==> config.mk <==
export PLATFORM = sky130hd
export DESIGN_NAME = rgb565_tile_untiler_unit
export DESIGN_NICKNAME = d
export VERILOG_FILES = /design/src/design/rtu_pkg.sv /design/src/design/rtu_cfg.sv /design/src/design/rtu_pos.sv /design/src/design/rgb565_tile_untiler_unit.sv
export VERILOG_INCLUDE_DIRS = /design/src /design/src/design
export SDC_FILE = /design/constraint.sdc
export NUM_CORES = 1
export LEC_CHECK = 0
export BUFFER_PORTS_ARGS = -buffer_cell sky130_fd_sc_hd__buf_2
export CORE_UTILIZATION = 50
export CTS_BUF_LIST = sky130_fd_sc_hd__clkbuf_8
export CTS_CLUSTER_SIZE = 14
export DETAILED_ROUTE_END_ITERATION = 7
export HOLD_SLACK_MARGIN = 0.08
export PLACE_DENSITY = 0.73
export SETUP_SLACK_MARGIN = 0.15
export SLEW_MARGIN = 20
export SYNTH_ARGS = -nofsm -noshare
export SYNTH_HDL_FRONTEND = slang
export SYNTH_SLANG_ARGS = --single-unit
==> constraint.sdc <==
create_clock -name clk -period 6.3 [get_ports clk]
set_clock_uncertainty 0.1 [all_clocks]
set_input_delay 0.315 -clock clk [delete_from_list [all_inputs] [get_ports clk]]
set_output_delay 0.315 -clock clk [all_outputs]
set_load 0.05 [all_outputs]
==> src/design/rgb565_tile_untiler_unit_macros.svh <==
// ----------------------------------------------------------------------------
// rgb565 tile untiler assertion macros
// shared concurrent check forms, clocked on clk and held off during reset
// ----------------------------------------------------------------------------
`ifndef RGB565_TILE_UNTILER_UNIT_MACROS_SVH
`define RGB565_TILE_UNTILER_UNIT_MACROS_SVH

// same-cycle implication
`define RTU_CHECK_SAME(label, ante, cons, msg) \
	label: assert property (@(posedge clk) disable iff (!arst_n) (ante) |-> (cons)) \
		else $error(msg);

// next-cycle implication
`define RTU_CHECK_NEXT(label, ante, cons, msg) \
	label: assert property (@(posedge clk) disable iff (!arst_n) (ante) |=> (cons)) \
		else $error(msg);

`endif

==> src/design/rtu_pkg.sv <==
// ----------------------------------------------------------------------------
// rtu_pkg
// widths, register indexes, shared types and colour expansion helpers
// ----------------------------------------------------------------------------
package rtu_pkg;

	localparam int DIM_W     = 13;
	localparam int POS_W     = 12;
	localparam int PIX_W     = 16;
	localparam int CH_W      = 8;
	localparam int CFG_IDX_W = 8;

	localparam int MAX_DIM   = 4096;
	localparam int LIMIT_I   = (MAX_DIM < 4096) ? MAX_DIM : 4096;

	localparam logic [DIM_W-1:0] DIM_LIMIT = DIM_W'(LIMIT_I);
	localparam logic [DIM_W-1:0] DIM_RESET = DIM_W'(4);

	localparam logic [CFG_IDX_W-1:0] REG_IMAGE_WIDTH  = CFG_IDX_W'(0);
	localparam logic [CFG_IDX_W-1:0] REG_IMAGE_HEIGHT = CFG_IDX_W'(1);

	typedef struct packed {
		logic [DIM_W-1:0] width;
		logic [DIM_W-1:0] height;
	} dims_t;

	typedef struct packed {
		logic [POS_W-1:0] column;
		logic [POS_W-1:0] row;
		logic             last;
	} pos_t;

	// zero reads as one, large values saturate
	function automatic logic [DIM_W-1:0] eff_dim(input logic [DIM_W-1:0] raw);
		logic [DIM_W-1:0] d;
		d = (raw == '0) ? DIM_W'(1) : raw;
		if (d > DIM_LIMIT) begin
			d = DIM_LIMIT;
		end
		return d;
	endfunction

	function automatic logic [CH_W-1:0] expand5(input logic [4:0] v);
		return {v, v[4:2]};
	endfunction

	function automatic logic [CH_W-1:0] expand6(input logic [5:0] v);
		return {v, v[5:4]};
	endfunction

endpackage

==> src/design/rtu_cfg.sv <==
// ----------------------------------------------------------------------------
// rtu_cfg
// image size registers, stored already clamped to the usable range
// ----------------------------------------------------------------------------
module rtu_cfg (
	input  logic                          clk,
	input  logic                          arst_n,
	input  logic                          wr_en,
	input  logic [rtu_pkg::CFG_IDX_W-1:0] wr_index,
	input  logic [rtu_pkg::DIM_W-1:0]     wr_data,
	output rtu_pkg::dims_t                dims
);
	import rtu_pkg::*;

	logic [DIM_W-1:0] width_q;
	logic [DIM_W-1:0] height_q;

	always_ff @(posedge clk or negedge arst_n) begin
		if (!arst_n) begin
			width_q  <= DIM_RESET;
			height_q <= DIM_RESET;
		end else if (wr_en) begin
			priority if (wr_index == REG_IMAGE_WIDTH) begin
				width_q <= eff_dim(wr_data);
			end else if (wr_index == REG_IMAGE_HEIGHT) begin
				height_q <= eff_dim(wr_data);
			end else begin
				width_q <= width_q;
			end
		end
	end

	assign dims.width  = width_q;
	assign dims.height = height_q;

endmodule

==> src/design/rtu_pos.sv <==
// ----------------------------------------------------------------------------
// rtu_pos
// tile walk counters: current destination position and advance on each request
// ----------------------------------------------------------------------------
module rtu_pos (
	input  logic           clk,
	input  logic           arst_n,
	input  logic           adv,
	input  rtu_pkg::dims_t dims,
	output rtu_pkg::pos_t  cur
);
	import rtu_pkg::*;

	logic [POS_W-1:0] org_col_q, org_row_q;
	logic [1:0]       sub_col_q, sub_row_q;

	logic [POS_W-1:0] cur_oc, cur_or, nxt_oc, nxt_or;
	logic [1:0]       cur_sc, cur_sr, nxt_sc, nxt_sr;
	logic [DIM_W-1:0] col_raw, row_raw;
	logic [2:0]       nc, nr;
	logic             outside, col_step, row_step, tcol_step, trow_step, last;

	always_comb begin
		col_raw = {1'b0, org_col_q} + DIM_W'(sub_col_q);
		row_raw = {1'b0, org_row_q} + DIM_W'(sub_row_q);
		outside = (col_raw >= dims.width) || (row_raw >= dims.height);

		cur_oc = outside ? '0 : org_col_q;
		cur_or = outside ? '0 : org_row_q;
		cur_sc = outside ? '0 : sub_col_q;
		cur_sr = outside ? '0 : sub_row_q;

		nc = {1'b0, cur_sc} + 3'd1;
		nr = {1'b0, cur_sr} + 3'd1;
		col_step  = (cur_sc != 2'd3) && (({1'b0, cur_oc} + DIM_W'(nc)) < dims.width);
		row_step  = (cur_sr != 2'd3) && (({1'b0, cur_or} + DIM_W'(nr)) < dims.height);
		tcol_step = ({1'b0, cur_oc} + DIM_W'(4)) < dims.width;
		trow_step = ({1'b0, cur_or} + DIM_W'(4)) < dims.height;

		nxt_oc = cur_oc;
		nxt_or = cur_or;
		nxt_sc = cur_sc;
		nxt_sr = cur_sr;
		last   = 1'b0;
		if (col_step) begin
			nxt_sc = nc[1:0];
		end else begin
			nxt_sc = '0;
			if (row_step) begin
				nxt_sr = nr[1:0];
			end else begin
				nxt_sr = '0;
				if (tcol_step) begin
					nxt_oc = cur_oc + POS_W'(4);
				end else begin
					nxt_oc = '0;
					if (trow_step) begin
						nxt_or = cur_or + POS_W'(4);
					end else begin
						nxt_or = '0;
						last   = 1'b1;
					end
				end
			end
		end

		cur.column = outside ? '0 : col_raw[POS_W-1:0];
		cur.row    = outside ? '0 : row_raw[POS_W-1:0];
		cur.last   = last;
	end

	always_ff @(posedge clk or negedge arst_n) begin
		if (!arst_n) begin
			org_col_q <= '0;
			org_row_q <= '0;
			sub_col_q <= '0;
			sub_row_q <= '0;
		end else if (adv) begin
			org_col_q <= nxt_oc;
			org_row_q <= nxt_or;
			sub_col_q <= nxt_sc;
			sub_row_q <= nxt_sr;
		end
	end

endmodule

==> src/design/rgb565_tile_untiler_unit.sv <==
// ----------------------------------------------------------------------------
// rgb565_tile_untiler_unit
// an accepted pixel word passes through the input register, then the result register, to the outputs
// throughput: one request per cycle while out_ready is high, set by the input and result registers
// the position counters advance as a request moves into the result register
// reset clears both pipeline stages and the counters, image size returns to 4x4
// ----------------------------------------------------------------------------
`include "rgb565_tile_untiler_unit_macros.svh"

module rgb565_tile_untiler_unit (
	input  logic                          clk,
	input  logic                          arst_n,
	input  logic                          in_valid,
	output logic                          in_ready,
	input  logic [rtu_pkg::PIX_W-1:0]     pixel_word,
	output logic                          out_valid,
	input  logic                          out_ready,
	output logic [rtu_pkg::POS_W-1:0]     column,
	output logic [rtu_pkg::POS_W-1:0]     row,
	output logic [rtu_pkg::CH_W-1:0]      red,
	output logic [rtu_pkg::CH_W-1:0]      green,
	output logic [rtu_pkg::CH_W-1:0]      blue,
	output logic                          last_pixel,
	input  logic                          cfg_valid,
	output logic                          cfg_ready,
	input  logic [rtu_pkg::CFG_IDX_W-1:0] cfg_index,
	input  logic [rtu_pkg::DIM_W-1:0]     cfg_data
);
	import rtu_pkg::*;

	dims_t dims;
	pos_t  cur;

	logic             valid_s1, valid_s2, adv_s1;
	logic [PIX_W-1:0] word_s1;
	logic [POS_W-1:0] column_s2, row_s2;
	logic [CH_W-1:0]  red_s2, green_s2, blue_s2;
	logic             last_s2;

	assign cfg_ready = 1'b1;
	assign adv_s1    = valid_s1 && (!valid_s2 || out_ready);
	assign in_ready  = !valid_s1 || !valid_s2 || out_ready;

	rtu_cfg u_cfg (
		.clk      (clk),
		.arst_n   (arst_n),
		.wr_en    (cfg_valid && cfg_ready),
		.wr_index (cfg_index),
		.wr_data  (cfg_data),
		.dims     (dims)
	);

	rtu_pos u_pos (
		.clk    (clk),
		.arst_n (arst_n),
		.adv    (adv_s1),
		.dims   (dims),
		.cur    (cur)
	);

	always_ff @(posedge clk or negedge arst_n) begin
		if (!arst_n) begin
			valid_s1 <= 1'b0;
			valid_s2 <= 1'b0;
		end else begin
			if (in_valid && in_ready) begin
				valid_s1 <= 1'b1;
			end else if (adv_s1) begin
				valid_s1 <= 1'b0;
			end
			if (adv_s1) begin
				valid_s2 <= 1'b1;
			end else if (out_ready) begin
				valid_s2 <= 1'b0;
			end
		end
	end

	always_ff @(posedge clk) begin
		if (in_valid && in_ready) begin
			word_s1 <= pixel_word;
		end
		if (adv_s1) begin
			column_s2 <= cur.column;
			row_s2    <= cur.row;
			red_s2    <= expand5(word_s1[15:11]);
			green_s2  <= expand6(word_s1[10:5]);
			blue_s2   <= expand5(word_s1[4:0]);
			last_s2   <= cur.last;
		end
	end

	assign out_valid  = valid_s2;
	assign column     = column_s2;
	assign row        = row_s2;
	assign red        = red_s2;
	assign green      = green_s2;
	assign blue       = blue_s2;
	assign last_pixel = last_s2;

	`RTU_CHECK_SAME(a_stall_only_when_full, !in_ready, valid_s1 && valid_s2 && !out_ready, "input stalled without a full pipeline")
	`RTU_CHECK_NEXT(a_adv_fills_result, adv_s1, valid_s2, "advanced request missing from result register")
	`RTU_CHECK_NEXT(a_wrap_after_last, adv_s1 && cur.last, cur.column == '0 && cur.row == '0, "counters did not wrap after final pixel")

endmodule
=== Word level (Yosys, flattened, before mapping) ===
Cells that the tools add are included.

* Flip-flop bits (word level): 121
* Input bits: 42
* Output and inout bits: 52
* Logic and storage cells: 74

* Add/subtract/negate cells: 10
* Order comparisons: 7
* Eq/ne operators: 3
* Mux-type cells: 21
* Bitwise operators: 1
* Reduce and logical (&&, ||, !) cells: 17

{| class="wikitable"
|+ Operators with widths
! operator !! number
|-
| two-way mux 12 bit || 9
|-
| less-than comparator 13 bit || 4
|-
| adder 12 x 2 -> 13 bit || 2
|-
| adder 12 x 3 -> 13 bit || 2
|-
| adder 12 x 3 -> 13 bit, second input constant || 2
|-
| greater-or-equal comparator 13 bit || 2
|-
| two-way mux 13 bit || 2
|-
| adder 12 x 3 -> 12 bit, second input constant || 2
|-
| greater-than comparator 13 bit, second input constant || 1
|-
| zero test 13 bit || 1
|-
| two-way mux 2 bit || 5
|-
| == test 8 x 1 -> 1 bit, second input constant || 1
|-
| zero test 8 bit || 1
|-
| adder 2 x 1 -> 3 bit, second input constant || 2
|-
| two-way mux 1 bit || 5
|-
| logical AND 1 bit || 4
|-
| logical OR 1 bit || 4
|-
| != test 2 bit, second input constant || 2
|-
| nonzero test 2 bit || 2
|-
| AND reduction 3 bit || 1
|-
| OR reduction 3 bit || 1
|-
| zero test 1 bit || 2
|-
| AND reduction 2 bit || 1
|-
| NOT 1 bit || 1
|}

=== Depth between registers and ports, before layout ===
* Word-level depth: 10
* Gate-level depth with buffers: 33
* Depth with buffers taken out: 28

=== By module ===
A second synthesis with hierarchy kept.

* Cell total of the unflattened synthesis: 763
* Area total of the unflattened synthesis: 7806.2 sq um

{| class="wikitable"
|+ Modules (own cells, without submodules)
! module !! times used !! cells each !! area an instance (sq um) !! seq. area each (sq um)
|-
| rtu_pos || 1 || 610 || 4724.5 || 700.7
|-
| rgb565_tile_untiler_unit || 1 || 75 || 1886.8 || 1761.7
|-
| rtu_cfg || 1 || 78 || 1194.9 || 653.1
|}

=== Worst setup path after synthesis ===
No wires, ideal clock.

* Path type: reg-to-reg
* From: register u_pos.org_row_q[4]
* To: register u_pos.org_col_q[4]
* Setup time: 0.122 ns
* Arrival: 6.290 ns
* Data required time: 6.078 ns
* Path slack: -0.212 ns
* Stages on the path, launching flop included: 33
* Period minus slack after synthesis: 6.512 ns
* Path through: dfrtp_1 clkbuf_1 and3_1 clkbuf_1 and3_1 clkbuf_1 nand3_1 xnor2_1 ha_1 a21oi_1 o21ai_0 a22oi_1 and3_1 buf_6 buf_2 clkbuf_1 and2_1 ha_1 ha_1 a21o_1 a21oi_1 nand2b_1 xor2_1 nor2_1 ha_1 nand4_1 o21ai_0 a211oi_1 o21ai_1 and2_0 clkbuf_1 o21ai_1 a22o_1

* Cells in the longest elaborated chain, start to end: 10
* Elaborated cells on any way between the ends: 23
* Classes of those cells: 7 x add/sub; 4 x order compare; 2 x eq/ne; 7 x mux; 3 x reduce/logical

{| class="wikitable"
|+ Ends and longest elaborated chain
! what !! line !! RTL
|-
| from (decl) || rtu_pos.sv:14 || <nowiki>logic [POS_W-1:0] org_col_q, org_row_q;</nowiki>
|-
| from (signal assigned) || rtu_pos.sv:80 || <nowiki>org_row_q <= nxt_or;</nowiki>
|-
| adder 12 x 2 -> 13 bit (*) || rtu_pos.sv:25 || <nowiki>row_raw = {1'b0, org_row_q} + DIM_W'(sub_row_q);</nowiki>
|-
| net u_pos.row_raw[8] || rtu_pos.sv:19 || <nowiki>logic [DIM_W-1:0] col_raw, row_raw;</nowiki>
|-
| greater-or-equal comparator 13 bit (*) || rtu_pos.sv:26 || <nowiki>outside = (col_raw >= dims.width) || (row_raw >= dims.height);</nowiki>
|-
| logical OR 1 bit (*) || rtu_pos.sv:26 ||
|-
| two-way mux 2 bit || rtu_pos.sv:31 || <nowiki>cur_sr = outside ? '0 : sub_row_q;</nowiki>
|-
| adder 2 x 1 -> 3 bit || rtu_pos.sv:34 || <nowiki>nr = {1'b0, cur_sr} + 3'd1;</nowiki>
|-
| adder 12 x 3 -> 13 bit || rtu_pos.sv:36 || <nowiki>row_step = (cur_sr != 2'd3) && (({1'b0, cur_or} + DIM_W'(nr)) < dims.height);</nowiki>
|-
| less-than comparator 13 bit || rtu_pos.sv:36 ||
|-
| logical AND 1 bit || rtu_pos.sv:36 ||
|-
| two-way mux 12 bit || rtu_pos.sv:49 || <nowiki>if (row_step) begin</nowiki>
|-
| two-way mux 12 bit (*) || rtu_pos.sv:45 || <nowiki>if (col_step) begin</nowiki>
|-
| to (signal assigned) || rtu_pos.sv:79 || <nowiki>org_col_q <= nxt_oc;</nowiki>
|-
| to (decl) || rtu_pos.sv:14 ||
|}

Mark *: on every way through the listed nets, which the timed path passes. The rest lies on a longest branch.
A chain may end at the register's enable or synchronous reset.

=== Worst setup path after layout ===
* From: register u_pos.sub_col_q[0]
* To: register u_pos.org_row_q[9]

* Cells in the longest elaborated chain, start to end: 10
* Elaborated cells on any way between the ends: 26
* Classes of those cells: 8 x add/sub; 5 x order compare; 2 x eq/ne; 8 x mux; 3 x reduce/logical

{| class="wikitable"
|+ Ends and longest elaborated chain
! what !! line !! RTL
|-
| from (decl) || rtu_pos.sv:15 || <nowiki>logic [1:0] sub_col_q, sub_row_q;</nowiki>
|-
| from (signal assigned) || rtu_pos.sv:81 || <nowiki>sub_col_q <= nxt_sc;</nowiki>
|-
| adder 12 x 2 -> 13 bit || rtu_pos.sv:24 || <nowiki>col_raw = {1'b0, org_col_q} + DIM_W'(sub_col_q);</nowiki>
|-
| greater-or-equal comparator 13 bit || rtu_pos.sv:26 ||
|-
| logical OR 1 bit || rtu_pos.sv:26 ||
|-
| two-way mux 2 bit or two-way mux 12 bit (tied branches) || rtu_pos.sv:31, rtu_pos.sv:29 ||
|-
| adder 2 x 1 -> 3 bit or adder 12 x 3 -> 13 bit (tied branches) || rtu_pos.sv:34, rtu_pos.sv:38 ||
|-
| adder 12 x 3 -> 13 bit or less-than comparator 13 bit (tied branches) || rtu_pos.sv:36, rtu_pos.sv:38 ||
|-
| less-than comparator 13 bit or two-way mux 12 bit (tied branches) || rtu_pos.sv:36, rtu_pos.sv:57 ||
|-
| logical AND 1 bit or two-way mux 12 bit (tied branches) || rtu_pos.sv:36, rtu_pos.sv:53 ||
|-
| two-way mux 12 bit || rtu_pos.sv:49 ||
|-
| two-way mux 12 bit (*) || rtu_pos.sv:45 ||
|}

Mark *: on every way between the ends. The rest lies on a longest branch, timed or not.

==> results by stage <==
Critical path:
- The most critical setup path has its startpoint at u_pos.sub_col_q[0].
- The critical path launch point type is a flip-flop.
- The endpoint of the most critical register-to-register path is u_pos.org_row_q[9].
- The setup slack of the most critical reg-to-reg path is 240 ps.
- The critical path required time is 6540 ps.
- At the worst endpoint, the arrival time is 6300 ps.
- Along the worst path, the maximum fanout reaches 7.
- The startpoint of the most critical register-to-register path is u_pos.sub_col_q[0].
- The worst reg2reg path depth is 26.
- The category of the most critical setup path is flip-flop to flip-flop.
- STA classifies the critical path endpoint as a flip-flop.
- The worst setup path endpoint is u_pos.org_row_q[9].

Timing:
- At the pin with the least slew margin, the transition time is 828 ps.
- The max-slew violation total from the final report is 0.
- Final hold analysis gives a worst-case slack of 97.6 ps.
- The total negative setup slack is 0 ps.
- The share of the clock period used by the worst path after layout is 96.2%.
- Setup slack on the critical path of the routed design comes to 241 ps.
- Setup violations remaining at the end of the flow were counted as 0.
- Headroom to the max-slew limit came out at 44.6%.
- Setup repair after global routing could not meet its margin everywhere.
- The worst path needs 6060 ps of the cycle, external delays included.
- Timing would allow up to 165 MHz.
- The hold violation count in the final report is 0.

Clock network:
- The TritonCTS clock tree is done.
- After clock tree synthesis, the clock-pin slew on the worst setup and hold paths is 90 ps.
- The cell sitting at the root of the clock tree is a sky130_fd_sc_hd__clkbuf_8.
- Clock tree synthesis inserted a total of 17 buffers.
- CTS built an H-tree with a depth of 4.
- The longest clock path from root to sink contains 2 buffers.
- The clock latency on the worst-skew pair is 460 ps.
- Clock tree synthesis found a total of 113 sinks.

Global routing:
- The global-route usage over all layers is 26.6%.
- The total congestion overflow is 0.
- The largest net degree at the start of global routing is 57.
- The met2 layer usage reported by global route is 44.0%.
- The number of global-route vias before repair is 6380.
- In the global route stage, met1 resource usage came out at 34.0%.
- Global routing used 5.05% of the available met3 tracks.
- The number of antenna violations at the first check in global routing came to 0.
- In this run the most used layer during global routing was met2.
- The wire length of the first global-routing pass is 32000 um.

Routing:
- The routed via count divided by cell count is 5.68.
- The routed design has 20900 um of wire.
- The violation count after the first detailed-routing iteration is 487.
- The remaining routing DRC violations is 10.
- The number of vias after detailed routing is 6607.
- The number of nets with antenna violations after routing is 0.
- The wire length per cell after detailed routing is 17.9 um.
- The detailed-routing iteration count for the pre-antenna-repair pass is 7.

Synth:
- The number of warnings reported in the yosys synthesis log is 0.
- Synthesis inferred 113 register bits.
- Summing the areas of all fa, ha and maj instances in the mapped netlist gives 15.6% of the synthesized area.
- The number of distinct library cells after synthesis is 66.
- Among all flip-flop cells after synthesis, the most frequent one is sky130_fd_sc_hd__edfxtp_1.
- Summing the areas of all and, or, nand and nor instances in the mapped netlist gives 17.6% of the synthesized area.
- The number of nets produced by synthesis is 891.
- The mapped netlist covers 0.00756 mm^2.
- The area share of the largest cell type after synthesis is 22.6%.
- The synthesized design contains 57 enable-type register cells.
- The synthesized netlist devotes 12.5% of its cell area to compound gates.
- A synthesized cell averages 9.99 um^2.
- Yosys attributes the largest share of cell area to sky130_fd_sc_hd__edfxtp_1 23%, sky130_fd_sc_hd__dfrtp_1 18%, sky130_fd_sc_hd__ha_1 15%.
- The proportion of synthesized flip-flops having asynchronous set or reset is 49.6%.
- By area, the combinational part of the netlist is dominated by simple AND/OR/NAND/NOR gates.
- The share of the yosys chip area belonging to registers is 41.2%.
- After Yosys synthesis, XOR and XNOR cells account for 6.25% of the synthesized area.
- sky130_fd_sc_hd__edfxtp_1 takes more of the synthesized area than any other cell.
- The instance count of the mapped netlist is 757.
- Of the post-synthesis cell area, the part taken by muxes is 1.90%.

Floorplanning:
- The region available for standard cell placement spans 0.0146 mm^2.
- The die area is 0.0156 mm^2.
- The floorplan step set the die width to 125 um.
- In this run the core area contains 44 standard-cell rows.
- For this design the top-level I/O count stands at 94.
- Measured along the y axis, the die boundary spans 125 um.
- Once the floorplan was initialized, standard cells occupied 51.6% of the core.

Power and ir drop:
- Summing internal, switching and leakage power gives 1.97 mW.
- The analysis attributes to cell leakage a power of 4.70 nW.
- The worst-case IR drop observed on VDD is 0.143 mV.
- The power density over the cells is 196 mW/mm^2.

Cells and area:
- The post-layout net count is 1101.
- The post-route netlist has 33.1% of its cells at a drive strength greater than 1.
- The area of all placed cells without fillers is 0.0101 mm^2.
- The antenna diode instance count is 0.
- The most frequent standard cell in the layout excluding fill and tap cells is sky130_fd_sc_hd__buf_4.
- Once layout is complete, the utilization of the core stands at 68.7%.
- The relative area change from synthesis to final layout is 33.1%.
- In the layout the commonest cells are 108 x sky130_fd_sc_hd__buf_4, 92 x sky130_fd_sc_hd__buf_2, 83 x sky130_fd_sc_hd__ha_1.
- After the flow finishes, the layout carries non-filler instances totaling 1164.

Worst hold path:
- In this run the worst hold path is classified as primary input to flip-flop.

Placed design:
- The cell area after placement is 0.00875 mm^2.
- The estimated wirelength of the detail-placed design is 14700 um.
- In this run the tool buffered the top-level ports with 92 buffer cells.
- The final weighted congestion in routability-driven placement is 0.926.
- At the placement stage, the worst setup path has a slack of -143 ps.
- The cell count after placement is 1076.

Job:
- The count of max-cap constraint violations is 0.

Run status:
- The checks that failed: design-rule violations.
- The flow ran to the end, but the final reports show violations.
[cell type report]
class	count	area, um^2
repair buffers	236	1660
flip-flops and latches	113	3120
fillers	1055	4580
clock inverters	15	163
clock buffers	17	234
well taps	184	230
multi-input cells	560	4520
inverters	39	146
[logic make-up after synthesis]
kind of cell             Yosys count
flip-flops                       113
other                              1
XOR/XNOR                          54
adder cells (fa/ha/maj)           92
buffers and inverters             85
AO/OA/AOI/OAI                    134
multiplexers                      14
AND/OR/NAND/NOR                  264
[where the power goes]
group          internal [mW]  switching, mW  leakage, nW
sequential             0.820         0.0150         1.27
clock                  0.332          0.375        0.198
combinational          0.146          0.282         3.23
[routing by layer]
| layer | wire [um] | vias up |
|---|---|---|
| met5 | 0 | - |
| met4 | 721 | 0 |
| met3 | 1180 | 58 |
| met2 | 10200 | 273 |
| met1 | 8820 | 3169 |
| li1 | - | 3107 |
[what timing repair did]
action / 4_1_cts / 5_1_grt
gates resized for setup: 21 / 72
pin swaps: 12 / 53
hold buffers: 30 / 0
gates cloned: 1 / 0
endpoints found under the setup margin: 27 / 29
setup buffers: 10 / 15
hold endpoints to repair: 90 / 0
[state kept, by name (all words and copies together) (netlist names)]
signal and cells:
u_pos.org_row_q 12, green 6, u_cfg.width_q 13, red 5, word_s1 16, valid_s1 1
out_valid 1, u_pos.org_col_q 12, last_pixel 1, row 12, blue 5, u_pos.sub_row_q 2
column 12, u_pos.sub_col_q 2, u_cfg.height_q 13
[synth_stat cells (all sizes together) (12+ instances only)]
cell type and n:
a21o 14, a21oi 30, ha 88, nand2b 15, nand4 12, nor2 64, clkbuf 30, xnor2 33
and2 34, dfrtp 54, xor2 21, nand2 59, o21ai 36, nand3 33, buf 16, edfxtp 57
inv 39
[how the worst min path moves through the flow]
stage / startpoint / to / slack (ps) / depth (start not counted)
6_report: cfg_data[12] / u_cfg.width_q[12] / 100 / 3
5_1_grt: cfg_data[12] / u_cfg.width_q[12] / 130 / 3
4_1_cts: cfg_data[12] / u_cfg.width_q[12] / 80 / 3
3_5_place_dp: word_s1[5] / green[2] / 310 / 0
3_3_place_gp: word_s1[13] / red[5] / 300 / 0
2_1_floorplan: arst_n / out_valid / -80 / 0
[worst max-delay path, stage by stage (launching register included)]
cell and delay, ps:
sky130_fd_sc_hd__dfrtp_1 430, sky130_fd_sc_hd__ha_4 180, sky130_fd_sc_hd__fa_2 400, sky130_fd_sc_hd__nand3_4 110, sky130_fd_sc_hd__buf_6 110, sky130_fd_sc_hd__nor2_1 50
sky130_fd_sc_hd__ha_1 350, sky130_fd_sc_hd__a211oi_2 290, sky130_fd_sc_hd__o221ai_4 160, sky130_fd_sc_hd__a211oi_4 240, sky130_fd_sc_hd__and3_4 300, sky130_fd_sc_hd__and2_4 170
sky130_fd_sc_hd__ha_4 210, sky130_fd_sc_hd__ha_4 210, sky130_fd_sc_hd__a21o_1 210, sky130_fd_sc_hd__a21oi_4 240, sky130_fd_sc_hd__nor3_2 90, sky130_fd_sc_hd__xnor2_1 190
sky130_fd_sc_hd__nor2_1 70, sky130_fd_sc_hd__ha_1 290, sky130_fd_sc_hd__nand4_1 220, sky130_fd_sc_hd__o41ai_4 460, sky130_fd_sc_hd__buf_4 200, sky130_fd_sc_hd__nand3_4 130
sky130_fd_sc_hd__buf_6 170, sky130_fd_sc_hd__o211ai_1 220, sky130_fd_sc_hd__o41ai_2 120
Note: power is estimated with default switching activity, not from simulation.
